===== src/hw/rtl/bpm_pkg.sv =====
package bpm_pkg;

  // defaults for the top level parameters
  localparam int unsigned DefMaxPattern = 256;
  localparam int unsigned DefOffsetBits = 32;

  // fixed field widths
  localparam int unsigned LenW  = 9;
  localparam int unsigned ByteW = 8;
  localparam int unsigned IdxW  = 8;
  localparam int unsigned PosW  = 32;

  // input word kinds
  localparam logic KindPattern = 1'b0;
  localparam logic KindData    = 1'b1;

  typedef enum logic [1:0] {
    StIdle,
    StCmp,
    StDone
  } bpm_state_e;

endpackage


===== src/hw/rtl/bpm_if.sv =====
interface bpm_in_if;
  logic                       valid;
  logic                       ready;
  logic                       kind;
  logic [bpm_pkg::ByteW-1:0]  byte_value;
  logic [bpm_pkg::IdxW-1:0]   pattern_index;
  logic                       last_byte;

  modport source (
    output valid, kind, byte_value, pattern_index, last_byte,
    input  ready
  );
  modport sink (
    input  valid, kind, byte_value, pattern_index, last_byte,
    output ready
  );
endinterface

interface bpm_out_if;
  logic                      valid;
  logic                      ready;
  logic [bpm_pkg::PosW-1:0]  match_position;

  modport source (
    output valid, match_position,
    input  ready
  );
  modport sink (
    input  valid, match_position,
    output ready
  );
endinterface


===== src/hw/rtl/byte_pattern_match_stream.sv =====
// Streaming byte pattern search. Pattern bytes are loaded by index (kind 0) and data
// bytes (kind 1) are pushed into a circular window memory; after each data byte the
// newest pattern_length bytes are compared against the pattern store one byte per
// cycle through the single read port of each memory, and a hit puts the buffer offset
// of the match start on the output channel. A pattern write or a data byte that
// cannot complete a match is taken at once; a data byte that is compared holds off
// further input until its compare of up to pattern_length bytes ends, with the length
// capped at the store depth (sooner when a mismatch stops the compare early), and on a
// hit until a previous result still held at the output is taken. A data byte with
// last_byte set ends the buffer and clears the offset and fill count. No memory
// clearing is needed after reset.
module byte_pattern_match_stream #(
  parameter int unsigned MAX_PATTERN = bpm_pkg::DefMaxPattern,
  parameter int unsigned OFFSET_BITS = bpm_pkg::DefOffsetBits
) (
  input  logic                     clk_i,
  input  logic                     rst_ni,
  input  logic                     cfg_we_i,
  input  logic [bpm_pkg::LenW-1:0] cfg_wdata_i,
  bpm_in_if.sink                   in_i,
  bpm_out_if.source                out_o
);
  import bpm_pkg::*;

  localparam int unsigned AW = (MAX_PATTERN > 1) ? $clog2(MAX_PATTERN) : 1;
  localparam int unsigned LW = $clog2(MAX_PATTERN + 1);
  localparam logic [AW-1:0] LastAddr = AW'(MAX_PATTERN - 1);
  localparam logic [LW-1:0] MaxLen   = LW'(MAX_PATTERN);

  bpm_state_e state_q, state_d;

  logic [LenW-1:0]        len_q;
  logic [LW-1:0]          fill_q, fill_d;
  logic [OFFSET_BITS-1:0] offset_q, offset_d;
  logic [LW-1:0]          clen_q;
  logic [LW-1:0]          cnt_q;
  logic [AW-1:0]          waddr_q;
  logic                   rvalid_q;
  logic                   ok_q;
  logic [PosW-1:0]        pos_q;
  logic                   out_valid_q;
  logic [PosW-1:0]        out_pos_q;

  logic                   in_ready;
  logic                   accept;
  logic                   pat_we;
  logic                   push;
  logic                   issue;
  logic                   cmp_done;
  logic                   load_out;
  logic                   hit_possible;
  logic [LW-1:0]          ulen;
  logic [LW-1:0]          lm1;
  logic [AW-1:0]          lm1_a;
  logic [LW-1:0]          fill_inc;
  logic                   off_sat;
  logic [OFFSET_BITS-1:0] start_off;
  logic [OFFSET_BITS+PosW-1:0] start_ext;
  logic [AW+IdxW-1:0]     pidx_ext;
  logic [AW-1:0]          push_ptr;
  logic [AW:0]            sa_lo, sa_hi;
  logic [AW-1:0]          start_addr;
  logic [AW-1:0]          waddr_nxt;
  logic [ByteW-1:0]       pat_rd;
  logic [ByteW-1:0]       win_rd;

  bpm_pat_mem #(
    .MAX_PATTERN (MAX_PATTERN),
    .AW          (AW)
  ) u_pat_mem (
    .clk_i   (clk_i),
    .we_i    (pat_we),
    .waddr_i (pidx_ext[AW-1:0]),
    .wdata_i (in_i.byte_value),
    .raddr_i (cnt_q[AW-1:0]),
    .rdata_o (pat_rd)
  );

  bpm_win_mem #(
    .MAX_PATTERN (MAX_PATTERN),
    .AW          (AW)
  ) u_win_mem (
    .clk_i       (clk_i),
    .rst_ni      (rst_ni),
    .push_i      (push),
    .push_byte_i (in_i.byte_value),
    .push_ptr_o  (push_ptr),
    .rd_addr_i   (waddr_q),
    .rd_data_o   (win_rd)
  );

  // accept side
  assign accept   = in_i.valid && in_ready;
  assign pidx_ext = {{AW{1'b0}}, in_i.pattern_index};
  assign pat_we   = accept && (in_i.kind == KindPattern) && (32'(in_i.pattern_index) < MAX_PATTERN);
  assign push     = accept && (in_i.kind == KindData);

  assign ulen     = (32'(len_q) > MAX_PATTERN) ? MaxLen : LW'(len_q);
  assign lm1      = ulen - LW'(1);
  assign lm1_a    = AW'(lm1);
  assign fill_inc = (fill_q == MaxLen) ? fill_q : fill_q + LW'(1);
  assign off_sat  = &offset_q;
  assign hit_possible = (ulen != '0) && (fill_inc >= ulen) && !off_sat;

  assign start_off = offset_q - (OFFSET_BITS'(ulen) - OFFSET_BITS'(1));
  assign start_ext = {{PosW{1'b0}}, start_off};

  // oldest byte of the candidate match, modulo the window depth
  assign sa_lo      = {1'b0, push_ptr} - {1'b0, lm1_a};
  assign sa_hi      = {1'b0, push_ptr} + (AW+1)'(MAX_PATTERN) - {1'b0, lm1_a};
  assign start_addr = (push_ptr >= lm1_a) ? sa_lo[AW-1:0] : sa_hi[AW-1:0];

  assign waddr_nxt = (waddr_q == LastAddr) ? '0 : waddr_q + AW'(1);

  always_comb begin
    if (in_i.last_byte) begin
      fill_d   = '0;
      offset_d = '0;
    end else begin
      fill_d   = fill_inc;
      offset_d = off_sat ? offset_q : offset_q + OFFSET_BITS'(1);
    end
  end

  // next state
  always_comb begin
    state_d = state_q;
    case (state_q)
      StIdle: begin
        if (push && hit_possible) begin
          state_d = StCmp;
        end
      end
      StCmp: begin
        if (cmp_done) begin
          state_d = ok_q ? StDone : StIdle;
        end
      end
      StDone: begin
        if (load_out) begin
          state_d = StIdle;
        end
      end
      default: state_d = StIdle;
    endcase
  end

  // fsm outputs
  always_comb begin
    in_ready = 1'b0;
    issue    = 1'b0;
    cmp_done = 1'b0;
    load_out = 1'b0;
    case (state_q)
      StIdle: in_ready = 1'b1;
      StCmp: begin
        issue    = (cnt_q < clen_q) && ok_q;
        cmp_done = !issue && !rvalid_q;
      end
      StDone: load_out = !out_valid_q || out_o.ready;
      default: in_ready = 1'b0;
    endcase
  end

  always_ff @(posedge clk_i or negedge rst_ni) begin
    if (!rst_ni) begin
      state_q     <= StIdle;
      len_q       <= LenW'(1);
      fill_q      <= '0;
      offset_q    <= '0;
      cnt_q       <= '0;
      rvalid_q    <= 1'b0;
      ok_q        <= 1'b0;
      out_valid_q <= 1'b0;
    end else begin
      state_q <= state_d;
      if (cfg_we_i) begin
        len_q <= cfg_wdata_i;
      end
      if (push) begin
        fill_q   <= fill_d;
        offset_q <= offset_d;
        cnt_q    <= '0;
        ok_q     <= 1'b1;
      end else begin
        if (issue) begin
          cnt_q <= cnt_q + LW'(1);
        end
        if (rvalid_q && (pat_rd != win_rd)) begin
          ok_q <= 1'b0;
        end
      end
      rvalid_q <= issue;
      if (load_out) begin
        out_valid_q <= 1'b1;
      end else if (out_o.ready) begin
        out_valid_q <= 1'b0;
      end
    end
  end

  always_ff @(posedge clk_i) begin
    if (push) begin
      clen_q  <= ulen;
      waddr_q <= start_addr;
      pos_q   <= start_ext[PosW-1:0];
    end else if (issue) begin
      waddr_q <= waddr_nxt;
    end
    if (load_out) begin
      out_pos_q <= pos_q;
    end
  end

  assign in_i.ready           = in_ready;
  assign out_o.valid          = out_valid_q;
  assign out_o.match_position = out_pos_q;

endmodule


===== src/hw/rtl/bpm_pat_mem.sv =====
module bpm_pat_mem #(
  parameter int unsigned MAX_PATTERN = bpm_pkg::DefMaxPattern,
  parameter int unsigned AW          = 8
) (
  input  logic                      clk_i,
  input  logic                      we_i,
  input  logic [AW-1:0]             waddr_i,
  input  logic [bpm_pkg::ByteW-1:0] wdata_i,
  input  logic [AW-1:0]             raddr_i,
  output logic [bpm_pkg::ByteW-1:0] rdata_o
);
  import bpm_pkg::*;

  logic [ByteW-1:0] mem [MAX_PATTERN];
  logic [ByteW-1:0] rdata_q;

  always_ff @(posedge clk_i) begin
    if (we_i) begin
      mem[waddr_i] <= wdata_i;
    end
    rdata_q <= mem[raddr_i];
  end

  assign rdata_o = rdata_q;

endmodule


===== src/hw/rtl/bpm_win_mem.sv =====
module bpm_win_mem #(
  parameter int unsigned MAX_PATTERN = bpm_pkg::DefMaxPattern,
  parameter int unsigned AW          = 8
) (
  input  logic                      clk_i,
  input  logic                      rst_ni,
  input  logic                      push_i,
  input  logic [bpm_pkg::ByteW-1:0] push_byte_i,
  output logic [AW-1:0]             push_ptr_o,
  input  logic [AW-1:0]             rd_addr_i,
  output logic [bpm_pkg::ByteW-1:0] rd_data_o
);
  import bpm_pkg::*;

  localparam logic [AW-1:0] LastAddr = AW'(MAX_PATTERN - 1);

  // circular buffer, head_q holds the newest byte
  logic [ByteW-1:0] mem [MAX_PATTERN];
  logic [ByteW-1:0] rd_data_q;
  logic [AW-1:0]    head_q;
  logic [AW-1:0]    head_d;

  assign head_d     = (head_q == LastAddr) ? '0 : head_q + AW'(1);
  assign push_ptr_o = head_d;

  always_ff @(posedge clk_i or negedge rst_ni) begin
    if (!rst_ni) begin
      head_q <= '0;
    end else if (push_i) begin
      head_q <= head_d;
    end
  end

  always_ff @(posedge clk_i) begin
    if (push_i) begin
      mem[head_d] <= push_byte_i;
    end
    rd_data_q <= mem[rd_addr_i];
  end

  assign rd_data_o = rd_data_q;

endmodule


===== src/flat_wrapper.sv =====
// flat-port wrapper written by rule: the top's interface ports become plain ports
module byte_pattern_match_stream_flat import bpm_pkg::*;
#(
  parameter int unsigned MAX_PATTERN = bpm_pkg::DefMaxPattern,
  parameter int unsigned OFFSET_BITS = bpm_pkg::DefOffsetBits
)
  (clk_i, rst_ni, cfg_we_i, cfg_wdata_i, in_i_valid, in_i_kind, in_i_byte_value, in_i_pattern_index, in_i_last_byte, in_i_ready, out_o_valid, out_o_match_position, out_o_ready);
  bpm_in_if in_i_i ();
  bpm_out_if out_o_i ();
  input  logic clk_i;
  input  logic rst_ni;
  input  logic cfg_we_i;
  input  logic [bpm_pkg::LenW-1:0] cfg_wdata_i;
  input wire logic [$bits(in_i_i.valid)-1:0] in_i_valid;
  input wire logic [$bits(in_i_i.kind)-1:0] in_i_kind;
  input wire logic [$bits(in_i_i.byte_value)-1:0] in_i_byte_value;
  input wire logic [$bits(in_i_i.pattern_index)-1:0] in_i_pattern_index;
  input wire logic [$bits(in_i_i.last_byte)-1:0] in_i_last_byte;
  output wire logic [$bits(in_i_i.ready)-1:0] in_i_ready;
  output wire logic [$bits(out_o_i.valid)-1:0] out_o_valid;
  output wire logic [$bits(out_o_i.match_position)-1:0] out_o_match_position;
  input wire logic [$bits(out_o_i.ready)-1:0] out_o_ready;
  assign in_i_i.valid = in_i_valid;
  assign in_i_i.kind = in_i_kind;
  assign in_i_i.byte_value = in_i_byte_value;
  assign in_i_i.pattern_index = in_i_pattern_index;
  assign in_i_i.last_byte = in_i_last_byte;
  assign in_i_ready = in_i_i.ready;
  assign out_o_valid = out_o_i.valid;
  assign out_o_match_position = out_o_i.match_position;
  assign out_o_i.ready = out_o_ready;
  byte_pattern_match_stream #(.MAX_PATTERN(MAX_PATTERN), .OFFSET_BITS(OFFSET_BITS)) u_core (.clk_i(clk_i), .rst_ni(rst_ni), .cfg_we_i(cfg_we_i), .cfg_wdata_i(cfg_wdata_i), .in_i(in_i_i), .out_o(out_o_i));
endmodule

===== config.mk =====
export PLATFORM = sky130hd
export DESIGN_NAME = byte_pattern_match_stream_flat
export DESIGN_NICKNAME = d
export VERILOG_FILES = /design/src/hw/rtl/bpm_pkg.sv /design/src/hw/rtl/bpm_if.sv /design/src/hw/rtl/byte_pattern_match_stream.sv /design/src/hw/rtl/bpm_pat_mem.sv /design/src/hw/rtl/bpm_win_mem.sv /design/src/flat_wrapper.sv
export SDC_FILE = /design/constraint.sdc
export NUM_CORES = 2
export LEC_CHECK = 0
export ABC_AREA = 1
export BUFFER_PORTS_ARGS = -buffer_cell sky130_fd_sc_hd__buf_2
export CELL_PAD_IN_SITES_DETAIL_PLACEMENT = 0
export CELL_PAD_IN_SITES_GLOBAL_PLACEMENT = 1
export CORE_MARGIN = 2
export CORE_UTILIZATION = 30
export DETAILED_ROUTE_END_ITERATION = 16
export HOLD_SLACK_MARGIN = 0.15
export PLACE_DENSITY = 0.54
export SLEW_MARGIN = 10
export SYNTH_ARGS = -nofsm -noshare
export SYNTH_HDL_FRONTEND = slang
export SYNTH_SLANG_ARGS = --single-unit

===== constraint.sdc =====
create_clock -name clk_i -period 4.04 [get_ports clk_i]
set_clock_uncertainty 0.2 [all_clocks]
set_input_delay 0.808 -clock clk_i [delete_from_list [all_inputs] [get_ports clk_i]]
set_output_delay 0.808 -clock clk_i [all_outputs]
set_load 0.02 [all_outputs]

Word level (Yosys, flattened, before mapping)
Memories as Yosys holds them, arrays and structs flattened. A register that Yosys moved wholly into a read port is not among the register bits.
Index checks and enable logic that the tools add are counted.
{"block": "totals", "regBits": 153, "ram_bits": 4096, "inputBits": 32, "out_inout_bits": 34, "wordCells": 92, "memories": 2}
{"block": "classes", "addsub": 11, "order_cmp": 4, "eq_ne": 10, "n_mux": 29, "bitwise": 1, "reduce_logical": 22}
{"memory": "u_core.u_pat_mem.mem", "words": 256, "width": 8, "read_ports": 1, "rd_ports_with_merged_regs": 1, "write_ports": 1, "line_no": "bpm_pat_mem.sv:14", "rtl": "logic [ByteW-1:0] mem [MAX_PATTERN];"}
{"memory": "u_core.u_win_mem.mem", "words": 256, "width": 8, "read_ports": 1, "rd_ports_with_merged_regs": 1, "write_ports": 1, "line_no": "bpm_win_mem.sv:18", "rtl": "logic [ByteW-1:0] mem [MAX_PATTERN];"}
{"op": "2-to-1 mux 32 bit", "n": 2}
{"op": "2-to-1 mux 9 bit", "n": 5}
{"op": "2-to-1 mux 8 bit", "n": 5}
{"op": "adder 32 x 1 -> 32 bit (second input constant)", "n": 1}
{"op": "AND reduction 32 bit", "n": 1}
{"op": "subtractor 32 bit", "n": 1}
{"op": "adder 8 x 1 -> 8 bit (second input constant)", "n": 3}
{"op": "adder 9 x 1 -> 9 bit (second input constant)", "n": 2}
{"op": "== test 8 bit (second input constant)", "n": 2}
{"op": "subtractor 8 bit", "n": 2}
{"op": "2-to-1 mux 1 bit", "n": 12}
{"op": "subtractor 9 x 1 -> 10 bit (second input constant)", "n": 1}
{"op": "== test 9 bit (second input constant)", "n": 1}
{"op": "greater-or-equal comparator 9 bit", "n": 1}
{"op": "greater-than comparator 9 bit (second input constant)", "n": 1}
{"op": "logical AND 1 bit", "n": 9}
{"op": "< comparator 9 bit", "n": 1}
{"op": "nonzero test 9 bit", "n": 1}
{"op": "greater-or-equal comparator 8 bit", "n": 1}
{"op": "2-to-1 mux 2 bit", "n": 4}
{"op": "!= test 8 bit", "n": 1}
{"op": "subtractor 8 x 1 -> 8 bit (second input constant)", "n": 1}
{"op": "!= test 2 x 1 -> 1 bit (second input constant)", "n": 3}
{"op": "case mux 2 bit (3 select lines)", "n": 1}
{"op": "other kinds (10)", "n": 15}

Depth between registers and ports, before layout
{"block": "logic_depth", "ltp_word": 8, "mapped_depth": 21, "mapped_depth_nobuf": 21}

By module
A second synthesis with hierarchy kept.
{"block": "hier_totals", "cells_unflattened": 15104, "area_unflattened_um2": 176641.9}
{"mod": "bpm_win_mem", "n_inst": 1, "cells_each": 7032, "area_per_inst_um2": 84174.5, "seq_area_each_um2": 61859.3}
{"mod": "bpm_pat_mem", "n_inst": 1, "cells_each": 7003, "area_per_inst_um2": 83396.2, "seq_area_each_um2": 61659.1}
{"mod": "byte_pattern_match_stream", "n_inst": 1, "cells_each": 1069, "area_per_inst_um2": 9071.2, "seq_area_each_um2": 4035.1}

Worst setup path after synthesis
OpenSTA, ideal clock, no wires.
{"block": "synth_path", "path_kind": "reg-to-reg", "start": "register u_core.len_q[0]", "end": "register u_core.pos_q[31] (data pin)", "setup_time_ns": 0.253, "arrival_time_ns": 3.276, "required_ns": 3.587, "path_slack_ns": 0.310, "stages_incl_launch_ff": 17, "n_path_buf": 0, "synth_period_minus_slack_ns": 3.730, "path_cell_list": "dfstp_2 nor2_1 nand2_1 o21ai_2 nand2_1 inv_1 nor2_1 nand4_1 ha_1 a21oi_1 o21a_1 a21boi_0 nor2_1 a211oi_1 nand2_1 nand2_1 nand2_1"}
{"block": "synth_via", "elab_chain_len": 4}
{"element": "from (decl)", "line_no": "byte_pattern_match_stream.sv:32", "rtl": "logic [LenW-1:0] len_q;"}
{"element": "from (signal assigned)", "line_no": "byte_pattern_match_stream.sv:168", "rtl": "len_q <= LenW'(1);"}
{"element": "from (signal assigned)", "line_no": "byte_pattern_match_stream.sv:178", "rtl": "len_q <= cfg_wdata_i;"}
{"element": "greater-than comparator 9 bit", "line_no": "byte_pattern_match_stream.sv:98", "rtl": "assign ulen = (32'(len_q) > MAX_PATTERN) ? MaxLen : LW'(len_q);"}
{"element": "2-to-1 mux 9 bit", "line_no": "byte_pattern_match_stream.sv:98"}
{"element": "net u_core.ulen[5]", "line_no": "byte_pattern_match_stream.sv:52", "rtl": "logic [LW-1:0] ulen;"}
{"element": "subtractor 9 x 1 -> 10 bit", "line_no": "byte_pattern_match_stream.sv:105", "rtl": "assign start_off = offset_q - (OFFSET_BITS'(ulen) - OFFSET_BITS'(1));"}
{"element": "subtractor 32 bit", "line_no": "byte_pattern_match_stream.sv:105"}
{"element": "net u_core.start_off[31]", "line_no": "byte_pattern_match_stream.sv:57", "rtl": "logic [OFFSET_BITS-1:0] start_off;"}
{"element": "to (signal assigned)", "line_no": "byte_pattern_match_stream.sv:206", "rtl": "pos_q <= start_ext[PosW-1:0];"}
{"element": "to (decl)", "line_no": "byte_pattern_match_stream.sv:40", "rtl": "logic [PosW-1:0] pos_q;"}
The timed path passes the listed nets, and every way through them passes these cells.
A chain may end at the register's enable or synchronous reset.

Worst setup path in the final report
{"block": "layout_path", "start": "register u_core.state_q[1]", "end": "memory u_core.u_pat_mem.mem[197][5], enable pin"}
{"block": "layout_via", "elab_chain_len": 6}
{"element": "from (decl)", "line_no": "byte_pattern_match_stream.sv:30", "rtl": "bpm_state_e state_q, state_d;"}
{"element": "from (signal assigned)", "line_no": "byte_pattern_match_stream.sv:167", "rtl": "state_q <= StIdle;"}
{"element": "from (signal assigned)", "line_no": "byte_pattern_match_stream.sv:176", "rtl": "state_q <= state_d;"}
{"element": "logical NOT 2 bit", "line_no": "byte_pattern_match_stream.sv:154", "rtl": "case (state_q)"}
{"element": "2-to-1 mux 1 bit", "line_no": "byte_pattern_match_stream.sv:154"}
{"element": "logical AND 1 bit", "line_no": "byte_pattern_match_stream.sv:93", "rtl": "assign accept = in_i.valid && in_ready;"}
{"element": "logical AND 1 bit", "line_no": "byte_pattern_match_stream.sv:95", "rtl": "assign pat_we = accept && (in_i.kind == KindPattern) && (32'(in_i.pattern_index) < MAX_PATTERN);"}
{"element": "2-to-1 mux 1 bit", "line_no": "bpm_pat_mem.sv:18", "rtl": "if (we_i) begin"}
{"element": "2-to-1 mux 1 bit (not written as such)", "line_no": "bpm_pat_mem.sv:19", "rtl": "mem[waddr_i] <= wdata_i;"}
{"element": "to (decl)", "line_no": "bpm_pat_mem.sv:14"}
Every way passes these cells.

==> impl_metrics.json <==
{
  "syn_inst": 13300,
  "crit_path_end_kind": "register",
  "cp.required_ns": 4.55,
  "synth_area_um2": 171000,
  "chipWidth_um": 758,
  "comb_power_share": 0.233,
  "rsz0062_at_grt": "no",
  "gp_congestion": 0.827,
  "cts_root_buf": "clkbuf_16",
  "ys.flop_type": "edfxtp_1",
  "fin_crit_sh": 0.964,
  "p_int_mw": 79.3,
  "p_clk_frac": 0.345,
  "synthXorXnorAreaFrac": 0.00277,
  "leakage_nw": 65.2,
  "gr-total-overflow": 0,
  "grt_max_degree": 149,
  "critPathMaxFanout": 9,
  "io_buffers": 65,
  "slew_viol_final": 0,
  "worst_setup_path_start_kind": "register",
  "fill_cells": 55400,
  "clock-sinks": 4265,
  "startpoint": "u_core.state_q[1]",
  "finalNonFillerCells": 21800,
  "ys_warn_count": 0,
  "insertion_delay_ns": 1.06,
  "peakVddDrop_uv": 384,
  "wl_per_cell_um": 25.4,
  "clk_path_buf_depth": 4,
  "synth_fa_ha_area_frac": 0.00485,
  "die_h_um": 758,
  "worstRegToRegCells": 9,
  "dpl.hpwl_mm": 337,
  "core_area_um2": 568000,
  "power_per_cell_area_nw_per_um2": 581,
  "ys_seq_elements": 4265,
  "cap_violations": 0,
  "finalSetupTns_ns": 0,
  "cp.arrival_ns": 4.41,
  "drive_gt1_frac": 0.128,
  "synth_top_family_by_area": "compound AO/OA/AOI/OAI gates",
  "vias": 111000,
  "hold_viol": 0,
  "vias_per_cell": 5.09,
  "nNetsFinal": 14000,
  "cts_setup_buffers": 0,
  "grt_pass1_vias": 107000,
  "syn_avg_cell_area_um2": 12.9,
  "clk_pin_slew_ns": 0.06,
  "sw_frac_of_total": 0.322,
  "fp-row-count": 277,
  "period_needed_ns": 3.89,
  "dieArea_um2": 575000,
  "antenna_found_initial": 26,
  "initial_core_util": 0.301,
  "worstHoldPathCells": 0,
  "async_reset_ff_frac": 0.0169,
  "grt.total_usage": 0.187,
  "hold_path.class": "reg -> reg",
  "synthMuxAreaShare": 0.000264,
  "routed_wl_mm": 555,
  "drt_iter0_markers": 10200,
  "final_common_cell": "edfxtp_1",
  "worstReg2RegStart": "u_core.state_q[1]",
  "tightest_slew_ns": 1.05,
  "ys_types": 57,
  "syn2layout_area_growth_pct": 17.9,
  "power.total_mw": 117,
  "path_class": "reg -> reg",
  "ant_nets": 0,
  "rrSetupSlack_ns": 0.15,
  "synth_compound_area_frac": 0.119,
  "first_pass_iters": 6,
  "placedCellCount": 21000,
  "cts_buffers": 447,
  "p_switching_mw": 37.7,
  "slew_headroom": 0.298,
  "htreeDepth": 5,
  "ys_seq_area_frac": 0.747,
  "status": "complete, no violations",
  "fmax_ghz": 0.257,
  "route.detailed.drc": 0,
  "synthesis.nets": 13300,
  "p_seq_frac": 0.422,
  "ios": 66,
  "hp-start": "u_core.pos_q[6]",
  "synth_edf_count": 4177,
  "final_cell_mix": "4177 x edfxtp_1, 2701 x nor2_1, 2112 x o21ai_0",
  "grt_pass1_wl_mm": 795,
  "synth-simple-area-share": 0.0995,
  "cts_tree": "yes",
  "setup_viol": 0
}
-- path summary, 6_finish.rpt --
check                                                  to
setup reg to reg             u_core.u_pat_mem.mem[197][5]
min in group asynchronous              u_core.offset_q[1]
setup / recovery             u_core.u_pat_mem.mem[197][5]
max in group asynchronous             u_core.offset_q[22]
hold / removal             u_core.out_o.match_position[6]
hold reg to reg            u_core.out_o.match_position[6]
-- cell type report --
class	count	area, um^2	share of cell area
inverter	178	729	0.00363
clock buffer	554	11700	0.0583
multi-input combinational	7866	38800	0.193
tap	7533	9430	0.0468
timing repair buffer	1152	10600	0.0526
clock inverter	263	2330	0.0116
sequential	4265	128000	0.634
antenna	14	35.0	0.000174
-- routing by layer --
metal,GRT usage,up-vias,part of all wire,wire length (um)
met5,0,-,0.000094,52
met1,0.264,56700,0.45,251000
met4,0.0466,8,0.026,14200
li1,-,50900,-,-
met3,0.0199,648,0.047,26000
met2,0.307,2949,0.47,263000
-- power by group through the flow --
stage               Clock [mW]  Combinational, mW  Sequential [mW]
global route              42.9               29.6             49.4
floorplan                    0               15.1             50.1
detailed placement           0               27.5             50.3
global placement             0               27.6             50.3
CTS                       41.3               27.6             49.4
finish                    40.4               27.2             49.4
-- flip-flops by register name, summed over array words and instances (netlist names), 2 cells and up --
signal / flops
u_core.waddr_q: 8
u_core.u_win_mem.mem: 2048
u_core.u_pat_mem.mem: 2048
u_core.len_q: 9
u_core.clen_q: 9
u_core.u_pat_mem.rdata_o: 8
u_core.state_q: 2
u_core.out_o.match_position: 32
u_core.cnt_q: 9
u_core.u_win_mem.head_q: 8
u_core.fill_q: 9
u_core.pos_q: 32
u_core.offset_q: 32
u_core.u_win_mem.rd_data_o: 8
-- per-stage QoR --
step                      utilization  area, um^2  worst slack [ns]  hold WS, ns
after detailed placement        0.329      187000            -0.458        0.206
after CTS                       0.354      201000             0.126        0.214
after floorplan                     -      171000             0.310        0.200
after global routing            0.354      201000            0.0368        0.215
after global placement          0.329      187000            -0.366        0.203
final                           0.354      201000             0.147        0.211
-- synthesized netlist by cell type (all sizes together), types with 2 or more instances --
| cell type | count | area, um^2 |
|---|---|---|
| a221oi | 3 | 26.3 |
| or2 | 3 | 18.8 |
| a211oi | 6 | 45.0 |
| inv | 171 | 644 |
| o2111ai | 2 | 17.5 |
| ha | 63 | 788 |
| nor2 | 2711 | 10200 |
| dfxtp | 16 | 320 |
| a21oi | 221 | 1110 |
| nor4 | 10 | 62.6 |
| xor2 | 38 | 333 |
| nand3 | 575 | 2900 |
| o211ai | 114 | 856 |
| o211a | 4 | 40.0 |
| nand4 | 87 | 551 |
| nor3 | 45 | 235 |
| edfxtp | 4177 | 125000 |
| clkbuf | 706 | 2650 |
| clkinv | 7 | 26.3 |
| mux2 | 4 | 45.0 |
| o21a | 3 | 22.5 |
| dfrtp | 71 | 1780 |
| fa | 2 | 40.0 |
| o31ai | 14 | 105 |
| o22ai | 624 | 3900 |
| a21o | 2 | 15.0 |
| o21bai | 4 | 30.0 |
| o21ai | 2120 | 10600 |
| a31oi | 5 | 31.3 |
| o221ai | 399 | 3490 |
| nand2 | 782 | 2980 |
| nand3b | 2 | 15.0 |
| buf | 235 | 1150 |
| xnor2 | 16 | 140 |
-- critical path, cell delays in order, from the launching register on --
cell and delay [ns]:
dfrtp_1 0.40, nor2_2 0.27, nand2_1 0.19, nor2_1 0.50, inv_1 0.31, nor3_2 0.51, nand2_1 0.50, buf_4 0.33
nor2_1 0.09, buf_4 0.20
-- cell families (layout without fill, tap and decap cells) --
logic type | count (synthesis) | after routing
AOI/OAI and AO/OA | 3526 | 3526
xor gates and xnor gates | 54 | 54
adders and majority gates | 65 | 65
buffers and inverters | 1119 | 2147
DFF | 4265 | 4265
muxes | 4 | 4
other | 0 | 14
and+or+nand+nor | 4217 | 4217
-- what timing repair did --
| item | 4_1_cts | 5_1_grt |
|---|---|---|
| hold endpoints to repair | 357 | 0 |
| resized for setup | 4 | 1 |
| hold buffers | 36 | 0 |
| setup endpoints to repair | 452 | 1 |
(Power assumes the default switching activity.)
